**config.mk**
```make
export PLATFORM = sky130hd
export DESIGN_NAME = fcca_ctrl
export DESIGN_NICKNAME = d
export VERILOG_FILES = /design/src/sv/fcca_pkg.sv /design/src/sv/fcca_ctrl.sv
export SDC_FILE = /design/constraint.sdc
export NUM_CORES = 1
export LEC_CHECK = 0
export CAP_MARGIN = 20
export CORE_MARGIN = 2
export CORE_UTILIZATION = 50
export CTS_BUF_LIST = sky130_fd_sc_hd__clkbuf_2 sky130_fd_sc_hd__clkbuf_4 sky130_fd_sc_hd__clkbuf_8
export DETAILED_ROUTE_END_ITERATION = 7
export DONT_BUFFER_PORTS = 1
export PLACE_DENSITY_LB_ADDON = 0.05
export SYNTH_ARGS = -nofsm -noshare
export SYNTH_HDL_FRONTEND = slang
export SYNTH_SLANG_ARGS = --single-unit
export TNS_END_PERCENT = 50
```
**constraint.sdc**
```tcl
create_clock -name clk -period 17.83 [get_ports clk]
set_clock_uncertainty 0.15 [all_clocks]
set_input_delay 5.349 -clock clk [delete_from_list [all_inputs] [get_ports clk]]
set_output_delay 5.349 -clock clk [all_outputs]
set_load 0.01 [all_outputs]
```
**src/sv/fcca_pkg.sv**
```systemverilog
// Shared types and constants of the cluster chain allocator.
// Used by fcca_ctrl and fat_cluster_chain_allocator_top; depends on nothing.
package fcca_pkg;

	localparam int CLUSTER_COUNT_DEF = 65536;
	localparam int OWNER_BITS_DEF    = 16;
	localparam int NCNT_W            = 24;

	localparam logic [31:0] ENTRY_FREE = 32'h0000_0000;
	localparam logic [31:0] ENTRY_EOC  = 32'h0FFF_FFFF;
	localparam logic [31:0] ENTRY_RES0 = 32'h0FFF_FFF0;
	localparam logic [31:0] ENTRY_RES1 = 32'h08FF_FFFF;

	localparam logic [2:0] OP_FORMAT  = 3'd0;
	localparam logic [2:0] OP_ALLOC   = 3'd1;
	localparam logic [2:0] OP_REALLOC = 3'd2;
	localparam logic [2:0] OP_FREE    = 3'd3;
	localparam logic [2:0] OP_CSIZE   = 3'd4;
	localparam logic [2:0] OP_QUERY   = 3'd5;

	localparam logic [1:0] ST_OK     = 2'd0;
	localparam logic [1:0] ST_FULL   = 2'd1;
	localparam logic [1:0] ST_BROKEN = 2'd2;

	localparam logic REG_SHIFT = 1'b0;
	localparam logic REG_ROOT  = 1'b1;

	typedef struct packed {
		logic [2:0]  opcode;
		logic [15:0] cluster;
		logic [15:0] stop_cluster;
		logic [31:0] size_bytes;
		logic [15:0] owner;
	} fcca_req_t;

	typedef struct packed {
		logic [1:0]  status;
		logic [15:0] first_out;
		logic [31:0] chain_bytes;
		logic        is_free;
		logic [15:0] owner_out;
		logic [31:0] next_entry;
	} fcca_rsp_t;

endpackage

```
**src/sv/fcca_ctrl.sv**
```systemverilog
// Sequencer of the allocator: walks chains and searches the table through
// the two RAM ports, one entry per step. Depends on fcca_pkg.
module fcca_ctrl #(
	parameter int CLUSTER_COUNT = 65536,
	parameter int OWNER_BITS    = 16
) (
	input  logic                             clk,
	input  logic                             arst_n,
	input  logic                             req_valid,
	output logic                             req_ready,
	input  fcca_pkg::fcca_req_t              req,
	output logic                             rsp_valid,
	input  logic                             rsp_ready,
	output fcca_pkg::fcca_rsp_t              rsp,
	input  logic [3:0]                       cluster_shift,
	input  logic [15:0]                      root_cluster,
	output logic                             nx_we,
	output logic [$clog2(CLUSTER_COUNT)-1:0] nx_addr,
	output logic [31:0]                      nx_wdata,
	input  logic [31:0]                      nx_rdata,
	output logic                             ow_we,
	output logic [$clog2(CLUSTER_COUNT)-1:0] ow_addr,
	output logic [OWNER_BITS-1:0]            ow_wdata,
	input  logic [OWNER_BITS-1:0]            ow_rdata
);
	import fcca_pkg::*;

	localparam int CW = $clog2(CLUSTER_COUNT);
	localparam logic [31:0]   CC32     = 32'(CLUSTER_COUNT);
	localparam logic [CW:0]   CC_CNT   = (CW+1)'(CLUSTER_COUNT);
	localparam logic [CW-1:0] LAST_IDX = CW'(CLUSTER_COUNT - 1);
	localparam logic [CW-1:0] FIRST_IX = CW'(2);
	localparam logic [CW-1:0] SRCH_LEN = CW'(CLUSTER_COUNT - 2);

	typedef enum logic [4:0] {
		S_CLR, S_ROOT, S_IDLE, S_DISP, S_SRD, S_SCK, S_TAKE, S_LINK,
		S_RCHK, S_RLOOP, S_RLCK, S_RLCK2, S_RTCK, S_FRD, S_FCK,
		S_CRD, S_CCK, S_QCK, S_FIN
	} state_t;

	state_t              state_q;
	logic                fmt_q;
	logic [CW-1:0]       clr_q;
	logic [2:0]          op_q;
	logic [15:0]         cl_q;
	logic [15:0]         last_q;
	logic [OWNER_BITS-1:0] own_q;
	logic [NCNT_W-1:0]   n_q;
	logic [3:0]          sh_q;
	logic [CW-1:0]       hint_q;
	logic [CW-1:0]       sidx_q;
	logic [CW-1:0]       rem_q;
	logic [CW-1:0]       got_q;
	logic [CW-1:0]       cur_q;
	logic                took_q;
	logic [31:0]         c_q;
	logic [31:0]         e_q;
	logic [CW:0]         cnt_q;
	fcca_rsp_t           res_q;
	fcca_rsp_t           out_q;
	logic                ovalid_q;

	logic [3:0]          sh_in;
	logic [32:0]         sz_sum;
	logic [32:0]         sz_shr;
	logic [NCNT_W-1:0]   n_in;
	logic [CW-1:0]       start_idx;
	logic [35:0]         bytes_w;
	logic [31:0]         own32_in;
	logic [31:0]         own32_rd;
	logic                root_ok;

	function automatic logic usable(input logic [31:0] x);
		return (x >= 32'd2) && (x < CC32);
	endfunction

	assign req_ready = (state_q == S_IDLE);
	assign rsp_valid = ovalid_q;
	assign rsp       = out_q;

	// Size to cluster count: round up, at least one cluster
	assign sh_in   = (cluster_shift < 4'd9) ? 4'd9 : cluster_shift;
	assign sz_sum  = {1'b0, req.size_bytes} + ((33'd1 << sh_in) - 33'd1);
	assign sz_shr  = sz_sum >> sh_in;
	assign n_in    = (sz_shr[NCNT_W-1:0] == '0) ? NCNT_W'(1) : sz_shr[NCNT_W-1:0];

	assign start_idx = (hint_q >= FIRST_IX) ? hint_q : FIRST_IX;
	assign bytes_w   = 36'(cnt_q) << sh_q;
	assign own32_in  = {16'h0000, req.owner};
	assign own32_rd  = 32'(ow_rdata);
	assign root_ok   = usable({16'h0000, root_cluster});

	always_comb begin
		nx_we    = 1'b0;
		nx_addr  = cur_q;
		nx_wdata = ENTRY_FREE;
		ow_we    = 1'b0;
		ow_addr  = cur_q;
		ow_wdata = own_q;
		case (state_q)
			S_CLR: begin
				nx_we   = 1'b1;
				nx_addr = clr_q;
				if (fmt_q && clr_q == CW'(0)) begin
					nx_wdata = ENTRY_RES0;
				end else if (fmt_q && clr_q == CW'(1)) begin
					nx_wdata = ENTRY_RES1;
				end
			end
			S_ROOT: begin
				nx_we    = 1'b1;
				nx_addr  = CW'(root_cluster);
				nx_wdata = ENTRY_EOC;
				ow_we    = 1'b1;
				ow_addr  = CW'(root_cluster);
			end
			S_DISP: begin
				nx_addr = CW'(cl_q);
				ow_addr = CW'(cl_q);
			end
			S_SRD: nx_addr = sidx_q;
			S_TAKE: begin
				nx_we    = 1'b1;
				nx_addr  = got_q;
				nx_wdata = ENTRY_EOC;
				ow_we    = 1'b1;
				ow_addr  = got_q;
			end
			S_LINK: begin
				nx_we    = 1'b1;
				nx_wdata = 32'(got_q);
			end
			S_RLCK: nx_addr = CW'(nx_rdata);
			S_RTCK: begin
				ow_we = 1'b1;
				if (nx_rdata != ENTRY_EOC) begin
					nx_we    = 1'b1;
					nx_wdata = ENTRY_EOC;
				end
			end
			S_FRD, S_CRD: nx_addr = CW'(c_q);
			S_FCK: begin
				nx_addr = CW'(c_q);
				nx_we   = (nx_rdata != ENTRY_FREE);
			end
			default: ;
		endcase
	end

	always_ff @(posedge clk or negedge arst_n) begin
		if (!arst_n) begin
			state_q  <= S_CLR;
			fmt_q    <= 1'b0;
			clr_q    <= '0;
			hint_q   <= FIRST_IX;
			ovalid_q <= 1'b0;
		end else begin
			if (ovalid_q && rsp_ready && state_q != S_FIN) begin
				ovalid_q <= 1'b0;
			end
			case (state_q)
				S_CLR: begin
					clr_q <= clr_q + CW'(1);
					if (clr_q == LAST_IDX) begin
						if (fmt_q && root_ok) begin
							state_q <= S_ROOT;
						end else if (fmt_q) begin
							state_q <= S_FIN;
						end else begin
							state_q <= S_IDLE;
						end
					end
				end
				S_ROOT: state_q <= S_FIN;
				S_IDLE: begin
					if (req_valid) begin
						op_q    <= req.opcode;
						cl_q    <= req.cluster;
						last_q  <= req.stop_cluster;
						own_q   <= own32_in[OWNER_BITS-1:0];
						n_q     <= n_in;
						sh_q    <= sh_in;
						took_q  <= 1'b0;
						cnt_q   <= '0;
						c_q     <= {16'h0000, req.cluster};
						res_q   <= '0;
						state_q <= S_DISP;
					end
				end
				S_DISP: begin
					case (op_q)
						OP_FORMAT: begin
							fmt_q   <= 1'b1;
							clr_q   <= '0;
							state_q <= S_CLR;
						end
						OP_ALLOC: begin
							sidx_q  <= start_idx;
							rem_q   <= SRCH_LEN;
							state_q <= S_SRD;
						end
						OP_REALLOC: begin
							res_q.first_out <= cl_q;
							if (!usable({16'h0000, cl_q})) begin
								res_q.status <= ST_BROKEN;
								state_q      <= S_FIN;
							end else begin
								state_q <= S_RCHK;
							end
						end
						OP_FREE:  state_q <= S_FRD;
						OP_CSIZE: state_q <= S_CRD;
						OP_QUERY: begin
							state_q <= ({16'h0000, cl_q} < CC32) ? S_QCK : S_FIN;
						end
						default: state_q <= S_FIN;
					endcase
				end
				S_SRD: state_q <= S_SCK;
				S_SCK: begin
					if (nx_rdata == ENTRY_FREE) begin
						got_q   <= sidx_q;
						hint_q  <= sidx_q;
						state_q <= S_TAKE;
					end else if (rem_q == CW'(1)) begin
						res_q.status <= ST_FULL;
						state_q      <= S_FIN;
					end else begin
						sidx_q  <= (sidx_q == LAST_IDX) ? FIRST_IX : sidx_q + CW'(1);
						rem_q   <= rem_q - CW'(1);
						state_q <= S_SRD;
					end
				end
				S_TAKE: begin
					if (op_q == OP_ALLOC && !took_q) begin
						took_q          <= 1'b1;
						cur_q           <= got_q;
						res_q.first_out <= 16'(got_q);
						if (n_q == NCNT_W'(1)) begin
							state_q <= S_FIN;
						end else begin
							n_q     <= n_q - NCNT_W'(1);
							sidx_q  <= start_idx;
							rem_q   <= SRCH_LEN;
							state_q <= S_SRD;
						end
					end else begin
						state_q <= S_LINK;
					end
				end
				S_LINK: begin
					cur_q <= got_q;
					if (op_q == OP_REALLOC) begin
						n_q     <= n_q - NCNT_W'(1);
						state_q <= S_RLOOP;
					end else if (n_q == NCNT_W'(1)) begin
						state_q <= S_FIN;
					end else begin
						n_q     <= n_q - NCNT_W'(1);
						sidx_q  <= start_idx;
						rem_q   <= SRCH_LEN;
						state_q <= S_SRD;
					end
				end
				S_RCHK: begin
					if (nx_rdata == ENTRY_FREE) begin
						res_q.status <= ST_BROKEN;
						state_q      <= S_FIN;
					end else begin
						own_q   <= ow_rdata;
						cur_q   <= CW'(cl_q);
						n_q     <= n_q - NCNT_W'(1);
						state_q <= S_RLOOP;
					end
				end
				S_RLOOP: state_q <= (n_q == '0) ? S_RTCK : S_RLCK;
				S_RLCK: begin
					e_q <= nx_rdata;
					if (nx_rdata == ENTRY_EOC) begin
						sidx_q  <= start_idx;
						rem_q   <= SRCH_LEN;
						state_q <= S_SRD;
					end else if (usable(nx_rdata)) begin
						state_q <= S_RLCK2;
					end else begin
						res_q.status <= ST_BROKEN;
						state_q      <= S_FIN;
					end
				end
				S_RLCK2: begin
					if (nx_rdata != ENTRY_FREE) begin
						cur_q   <= CW'(e_q);
						n_q     <= n_q - NCNT_W'(1);
						state_q <= S_RLOOP;
					end else begin
						res_q.status <= ST_BROKEN;
						state_q      <= S_FIN;
					end
				end
				S_RTCK: begin
					// cut the old tail, then free it
					if (nx_rdata != ENTRY_EOC) begin
						c_q     <= nx_rdata;
						cnt_q   <= '0;
						state_q <= S_FRD;
					end else begin
						state_q <= S_FIN;
					end
				end
				S_FRD: begin
					if (cnt_q == CC_CNT || !usable(c_q)) begin
						res_q.status <= ST_BROKEN;
						state_q      <= S_FIN;
					end else begin
						state_q <= S_FCK;
					end
				end
				S_FCK: begin
					if (nx_rdata == ENTRY_FREE) begin
						res_q.status <= ST_BROKEN;
						state_q      <= S_FIN;
					end else if (nx_rdata == ENTRY_EOC) begin
						state_q <= S_FIN;
					end else begin
						c_q     <= nx_rdata;
						cnt_q   <= cnt_q + (CW+1)'(1);
						state_q <= S_FRD;
					end
				end
				S_CRD: begin
					if (c_q == {16'h0000, last_q}) begin
						res_q.chain_bytes <= (bytes_w[35:32] != 4'h0) ? 32'hFFFF_FFFF
							: bytes_w[31:0];
						state_q <= S_FIN;
					end else if (cnt_q >= CC_CNT || !usable(c_q)) begin
						res_q.status <= ST_BROKEN;
						state_q      <= S_FIN;
					end else begin
						state_q <= S_CCK;
					end
				end
				S_CCK: begin
					if (!usable(nx_rdata)) begin
						res_q.status <= ST_BROKEN;
						state_q      <= S_FIN;
					end else begin
						c_q     <= nx_rdata;
						cnt_q   <= cnt_q + (CW+1)'(1);
						state_q <= S_CRD;
					end
				end
				S_QCK: begin
					res_q.next_entry <= nx_rdata;
					res_q.is_free    <= (nx_rdata == ENTRY_FREE);
					res_q.owner_out  <= own32_rd[15:0];
					state_q          <= S_FIN;
				end
				S_FIN: begin
					fmt_q <= 1'b0;
					// hold the result until the output register is free
					if (!ovalid_q || rsp_ready) begin
						out_q    <= res_q;
						ovalid_q <= 1'b1;
						state_q  <= S_IDLE;
					end
				end
				default: state_q <= S_IDLE;
			endcase
		end
	end
endmodule

```
==> summary.md, run 1 <==
| Metric | Value |
|---|---|
| Post-synth cell types | 100 |
| Routed Antenna Nets | 0 |
| Flops & latches, synth | 446 |
| # hold bufs at CTS | 0 |
| Initial DRT Pass Iterations | 5 |
| Post-synthesis adder-cell area fraction | under 10% |
| Syn-to-layout area delta | 9.04% |
| H-tree Lvls | 3 |
| WHS | 0.244 ns |
| FF-to-FF Start | state_q[4]$_DFFE_PN0P_ |
| WL/cell | 25.0 um |
| Vias | 18200 |
| CP max-delay cell | nor4_1 |
| Cell Area, Synth | 0.0241 sq mm |
| CP required | 12.33 ns |
| I/O pins | roughly 340 |
| Clk_lat worst skew | approximately 0.67 ns |
| Placed inst area | between 0.02 and 0.025 sq mm |
| Grt ovf | 0 |
| Post-DP HPWL | 54000 um |
| Post-Route WL | about 73000 um |
| Leakage power | roughly 9.5 nW |
| DR WL met3 | between 5000 and 6000 um |
| Worst Path Arrival | 7.86 ns |
| Post-synthesis sequential area ratio | approximately 55% |
| Setup TNS | 0 ns |
| Crit-path most repeated cell | nand2_1 |
| Critical path's largest stage delay | 0.44 ns |
| Crit Path Max Fanout | 21 |
| Vias per cell | 6.23 |
| Pwr dens | 133 mW/mm^2 |
| Slew @ Worst Pin | 1.13 ns |
| Async SR Flop Fraction | ~8.7% |
| Met2 WL post-DR | 31800 um |
| RSZ-0062 raised after global routing | false |
| Resized Gates After CTS | 0 |
| Chip width | 223 um |
| Delay-heaviest family, CP | simple AND/OR/NAND/NOR gates |
| Finish-stage setup viols | 0 |
| Crit Path Category | input port to output pin |
| Share of cells above drive strength 1 | 12.0% |
| Fmax | 74.9 MHz |
| Commonest non-fill, non-tap cell in the layout | edfxtp_1 |
| Synth Warn # | 0 |
| XOR/XNOR share of the synthesized area | 2.83% |
| Ys flop type | edfxtp_1 |
| Status | finished clean |
| Critical path launch point type | input port |
| Buf/Inv on CP | 1 |
| Worst hold-check path type | flop to flop |
| Gate Count Post-Synth | roughly 2200 |
| Peak VDD IR | approximately 0.076 mV |
| Routability cong. | 0.976 |
| Commonest cells after routing, fill and taps aside | edfxtp_1, nand2_1, nor2_1, a21oi_1, inv_1 |
| Die footprint | 0.0499 sq mm |
| Crit. Startpoint | nx_rdata[31] |
| Clock transition at the registers of the reported paths | about 0.050 ns |
| Num Clock Sinks | 446 |
| Avg Cell Area, Syn | 10.7 sq um |
| Hold Path Origin | res_q[79]$_SDFFCE_PN0P_ |
| Max-Cap Viols | 0 |
| Compound-Gate Fraction of Synth Area | ~14% |
| First-pass GRT wire length | 108000 um |
| EDFF count, synth | 407 |
| Die height | roughly 220 um |
| Crit. End Element | output pin |
| Final worst path period share | 74.9% |
| Multiplexer area fraction after synthesis | 3.81% |
| Root buffer cell | clkbuf_8 |
| Top Metal Used | met4 |
| TritonCTS clock tree | yes |
| Port Buffer Count | 0 |
| Largest family of logic cells by synthesized area | simple AND/OR/NAND/NOR gates |
| Post-layout nets | 2452 |
| Largest net degree at the start of global routing | 82 |
| GRT Total Usage | 28.7% |
| Starting DRC count in detailed routing | about 1900 |
| Post-route minimum period | approximately 13 ns |
| Pins over their slew limit | 0 |
| Vias in the first global route | 16900 |
| Row Count | 80 |
| Slew margin rel. | approximately a quarter |
| Total power | approximately 3.5 mW |
| Critical-path cell list | nor4_1 -> nand2_1 -> nor3_1 -> nand2_1 -> nand4_1 -> o21ai_0 -> nand2b_1 -> nand3_1 -> buf_4 -> a21o_1 |
| Simple-gate share of the synthesized area | approximately 17% |
| Core Region | between 0.04 and 0.05 sq mm |
| DRC violations left | 0 |
| Design Area, Final | 0.0263 sq mm |
| Initial Util | slightly above 50% |
| Final Hold Fails | 0 |
| CTS Buf Count | between 70 and 80 |
| Number of post-CTS setup repair buffers | 0 |
| M1 WL | 32900 um |
| Initial antenna violation count | 5 |
| Clk buf depth | 3 |
synth_stat cells (32+ instances only):
master | count | area share, %
ha_1 | 57 | 3.0
xnor2_1 | 46 | 1.7
nand3_1 | 45 | 0.94
a22oi_1 | 57 | 1.8
nor4_1 | 42 | 1.1
nand4_1 | 54 | 1.4
a21oi_1 | 116 | 2.4
a211oi_1 | 32 | 1.0
nor2_1 | 188 | 2.9
nor3_1 | 59 | 1.2
nand2_1 | 278 | 4.3
o21ai_0 | 90 | 1.9
and3_1 | 65 | 1.7
mux2_2 | 61 | 2.9
inv_1 | 91 | 1.4
dfrtp_1 | 38 | 3.9
edfxtp_1 | 407 | 51
clkbuf_1 | 87 | 1.4
sequential cells by signal, summed over array words and instances (netlist names), 17 cells and up:
name,count
res_q,99
c_q,32
n_q,24
cnt_q,17
rsp,99
final timing paths:
kind,to,slack (ns),cells after the start
min in group asynchronous,hint_q[9]$_DFFE_PN0P_,4.24,0
max in group asynchronous,hint_q[1]$_DFFE_PN1P_,13.11,0
setup reg to reg,res_q[54]$_SDFFCE_PN0P_,13.39,6
hold reg to reg,rsp[79]$_DFFE_PP_,0.24,0
setup / recovery,nx_wdata[14],4.47,10
hold / removal,rsp[79]$_DFFE_PP_,0.24,0
metal layers:
layer  track usage (%)  up-vias
li1                  -     8372
met1              41.8     8826
met2              42.6      836
met3              5.99      130
met4              10.4        0
met5                 0        -
final cells by class:
cell class	instances	area, sq um
Multi-Input combinational cell	1593	10100
Inverter	96	360
Clock inverter	28	245
Antenna cell	5	12.5
Tap cell	615	769
Clock buffer	109	1340
Fill cell	4174	21400
Sequential cell	446	13200
Timing Repair Buffer	25	208
report_power, final:
part | internal, mW | switching [mW] | total (mW)
Sequential | 1.36 | 0.145 | 1.51
Clock | 0.535 | 0.425 | 0.960
Combinational | 0.307 | 0.722 | 1.03
cell families after synthesis:
kind of cell	count (synthesis)
xor gates and xnor gates	76
other	2
and+or+nand+nor	859
DFF	446
buffers and inverters	222
AOI/OAI and AO/OA	501
adders and majority gates	59
muxes	84
per-stage QoR:
step	instances	worst slack [ns]	utilization (%)
after CTS	2911	4.51	55.0
final	2917	4.47	55.1
after floorplan	2261	5.25	-
after detailed placement	2774	4.51	51.7
after global placement	2774	4.51	51.7
after global routing	2912	4.29	55.1
No activity file was read; power rests on OpenSTA's default activity.
==> run 2, diff against run 1 <==
==> constraint.sdc (replaced) <==
create_clock -name clk -period 10.8 [get_ports clk]
set_clock_uncertainty 0.15 [all_clocks]
set_input_delay 3.24 -clock clk [delete_from_list [all_inputs] [get_ports clk]]
set_output_delay 3.24 -clock clk [all_outputs]
set_load 0.01 [all_outputs]
==> summary.md, run 2 (synthesis results as in run 1) <==
| Metric | Value |
|---|---|
| Final core occ | 55.2% (was 55.1%) |
| Clock transition at the registers of the reported paths | 0.06 ns (was 0.05 ns) |
| TritonCTS clock tree | yes (unchanged) |
| Clk_lat worst skew | 0.67 ns (about the same) |
| Fillers | 4188 (was 4174) |
| GRT Total Usage | 28.4% (was 28.7%) |
| # hold bufs at CTS | 0 (unchanged) |
| Placed inst area | 0.0246 sq mm (about the same) |
| Routability cong. | 0.973 (was 0.976) |
| Post-layout nets | 2455 (was 2452) |
| Vias in the first global route | 17100 (was 16900) |
| Resized Gates After CTS | 0 (unchanged) |
| I/O pins | 338 (unchanged) |
| Logic pwr share | 29.4% (was 29.5%) |
| Net Sw Frac | 36.7% (was 37.0%) |
| Worst hold-check path type | flop to flop (unchanged) |
| Max-Cap Viols | 0 (unchanged) |
| Clk pwr share | 28.0% (was 27.5%) |
| Crit Path Max Fanout | 21 (unchanged) |
| Seq pwr share | 42.6% (was 43.1%) |
| Die height | 223 um (unchanged) |
| Status | finished clean (unchanged) |
| Total power | 5.81 mW (was 3.49 mW) |
| Core Region | 0.0476 sq mm (unchanged) |
| Chip width | 223 um (unchanged) |
| RSZ-0062 raised after global routing | false (unchanged) |
| Die footprint | 0.0499 sq mm (unchanged) |
| DRC violations left | 0 (unchanged) |
| Clk buf depth | 3 (unchanged) |
| Finish-stage setup viols | 0 (unchanged) |
| Root buffer cell | clkbuf_8 (unchanged) |
| Leakage power | 9.54 nW (was 9.52 nW) |
| Row Count | 80 (unchanged) |
| Setup TNS | 0 ns (unchanged) |
| Crit. End Element | output pin (unchanged) |
| Critical path launch point type | input port (unchanged) |
| Share of cells above drive strength 1 | 12.2% (was 12.0%) |
| Pwr dens | 221 mW/mm^2 (was 133 mW/mm^2) |
| Post-route minimum period | just under 9 ns |
| Fmax | roughly 110 MHz |
| Initial Util | 50.5% (unchanged) |
| H-tree Lvls | 3 (unchanged) |
| Crit-path most repeated cell | nand2_1 (unchanged) |
| Commonest non-fill, non-tap cell in the layout | edfxtp_1 (unchanged) |
| Number of post-CTS setup repair buffers | 0 (unchanged) |
| Peak VDD IR | 0.103 mV (was 0.0757 mV) |
| Final worst path period share | between 80 and 90% |
| Grt ovf | 0 (unchanged) |
| Post-Route WL | 71900 um (was 72800 um) |
| Port Buffer Count | 0 (unchanged) |
| Post-DP HPWL | 52700 um (was 54000 um) |
| Delay-heaviest family, CP | simple AND/OR/NAND/NOR gates (unchanged) |
| Slew @ Worst Pin | 1.08 ns (was 1.13 ns) |
| Starting DRC count in detailed routing | 1880 (was 1876) |
| Cell Int Power | 3.68 mW (was 2.20 mW) |
| P_sw | 2.13 mW (was 1.29 mW) |
| Initial DRT Pass Iterations | 5 (unchanged) |
| Largest net degree at the start of global routing | 68 (was 82) |
| Syn-to-layout area delta | 9.23% (was 9.04%) |
| Critical-path cell list | nor4_1 -> nand2_1 -> nor3_1 -> nand2_1 -> nand4_1 -> o21ai_0 -> nand2b_1 -> nand3_1 -> buf_4 -> a21o_1 (unchanged) |
| CTS Buf Count | 76 (was 77) |
| Routed Antenna Nets | 0 (unchanged) |
| Setup ws final | 1.87 ns (was 4.47 ns) |
| CP max-delay cell | nor4_1 (unchanged) |
| Final Hold Fails | 0 (unchanged) |
| Vias per cell | 6.23 (about the same) |
| Crit Path Category | input port to output pin (unchanged) |
| Design Area, Final | 0.0263 sq mm (about the same) |
| Num Clock Sinks | 446 (unchanged) |
| Vias | 18200 (about the same) |
| Commonest cells after routing, fill and taps aside | edfxtp_1, nand2_1, nor2_1, a21oi_1, inv_1 (unchanged) |
| WL/cell | 24.6 um (was 25.0 um) |
| Pins over their slew limit | 0 (unchanged) |
| First-pass GRT wire length | 107000 um (was 108000 um) |
| CP required | 7.41 ns (was 12.33 ns) |
| Buf/Inv on CP | 1 (unchanged) |
| Slew margin rel. | 27.3% (was 24.4%) |
| Worst Path Arrival | 5.54 ns (was 7.86 ns) |
| Dpl ws | 1.66 ns (was 4.51 ns) |
| Initial antenna violation count | 6 (was 5) |
| Critical path's largest stage delay | 0.43 ns (was 0.44 ns) |
## run 2: cell types whose count changed in the layout (fill, tap and decap cells not counted), moves of 2 or more
cell and change:
inv_12 -2, clkinv_2 +2, bufinv_16 +2, clkbuf_8 +3
clkbuf_4 -7, buf_4 +4, diode_2 -2, clkinvlp_4 +4
inv_6 -2
## run 2: cell type report
type / count / area, sq um / area share (%)
sequential: 446 / 13200 / 50.2
multi-input combinational: 1593 / 10100 / 38.4
clock buffer: 105 / 1330 / 5.07
tap: 615 / 769 / 2.93
inverter: 96 / 360 / 1.37
clock inverter: 32 / 290 / 1.10
timing repair buffer: 29 / 230 / 0.876
antenna: 3 / 7.51 / 0.0285
## run 2: routing by layer
layer / part of all wire (%) / GRT usage (%) / up-vias / wire (um)
li1: - / - / 8396 / -
met1: 43 / 39.7 / 8799 / 31100
met2: 44 / 41.9 / 844 / 31600
met3: 9.0 / 7.61 / 145 / 6490
met4: 3.8 / 11.7 / 4 / 2730
met5: 0.038 / 0 / - / 27
## run 2: metrics by stage
step | hold WS, ns | cells
2_1_floorplan | 0.250 | 2261
3_3_place_gp | 0.250 | 2778
3_5_place_dp | 0.255 | 2778
4_1_cts | 0.256 | 2915
5_1_grt | 0.267 | 2918
6_report | 0.257 | 2919
## run 2: final timing paths
check	to	startpoint	slack, ns	cells after the start
min in group asynchronous	hint_q[13]$_DFFE_PN0P_	arst_n	2.12	0
worst max-delay path	nx_wdata[9]	nx_rdata[31]	1.87	10
worst max register to register	res_q[64]$_SDFFCE_PN0P_	state_q[3]$_DFFE_PN0P_	6.44	5
worst min-delay path	rsp[45]$_DFFE_PP_	res_q[45]$_SDFFCE_PP0P_	0.26	0
worst min register to register	rsp[45]$_DFFE_PP_	res_q[45]$_SDFFCE_PP0P_	0.26	0
max in group asynchronous	hint_q[1]$_DFFE_PN1P_	arst_n	8.20	0
## run 2: power by group through the flow
stage	combinational, mW	clock (mW)	sequential (mW)
floorplan	1.24	0	2.42
global placement	1.67	0	2.50
detailed placement	1.68	0	2.50
CTS	1.69	1.66	2.47
global route	1.84	1.73	2.50
finish	1.71	1.63	2.47
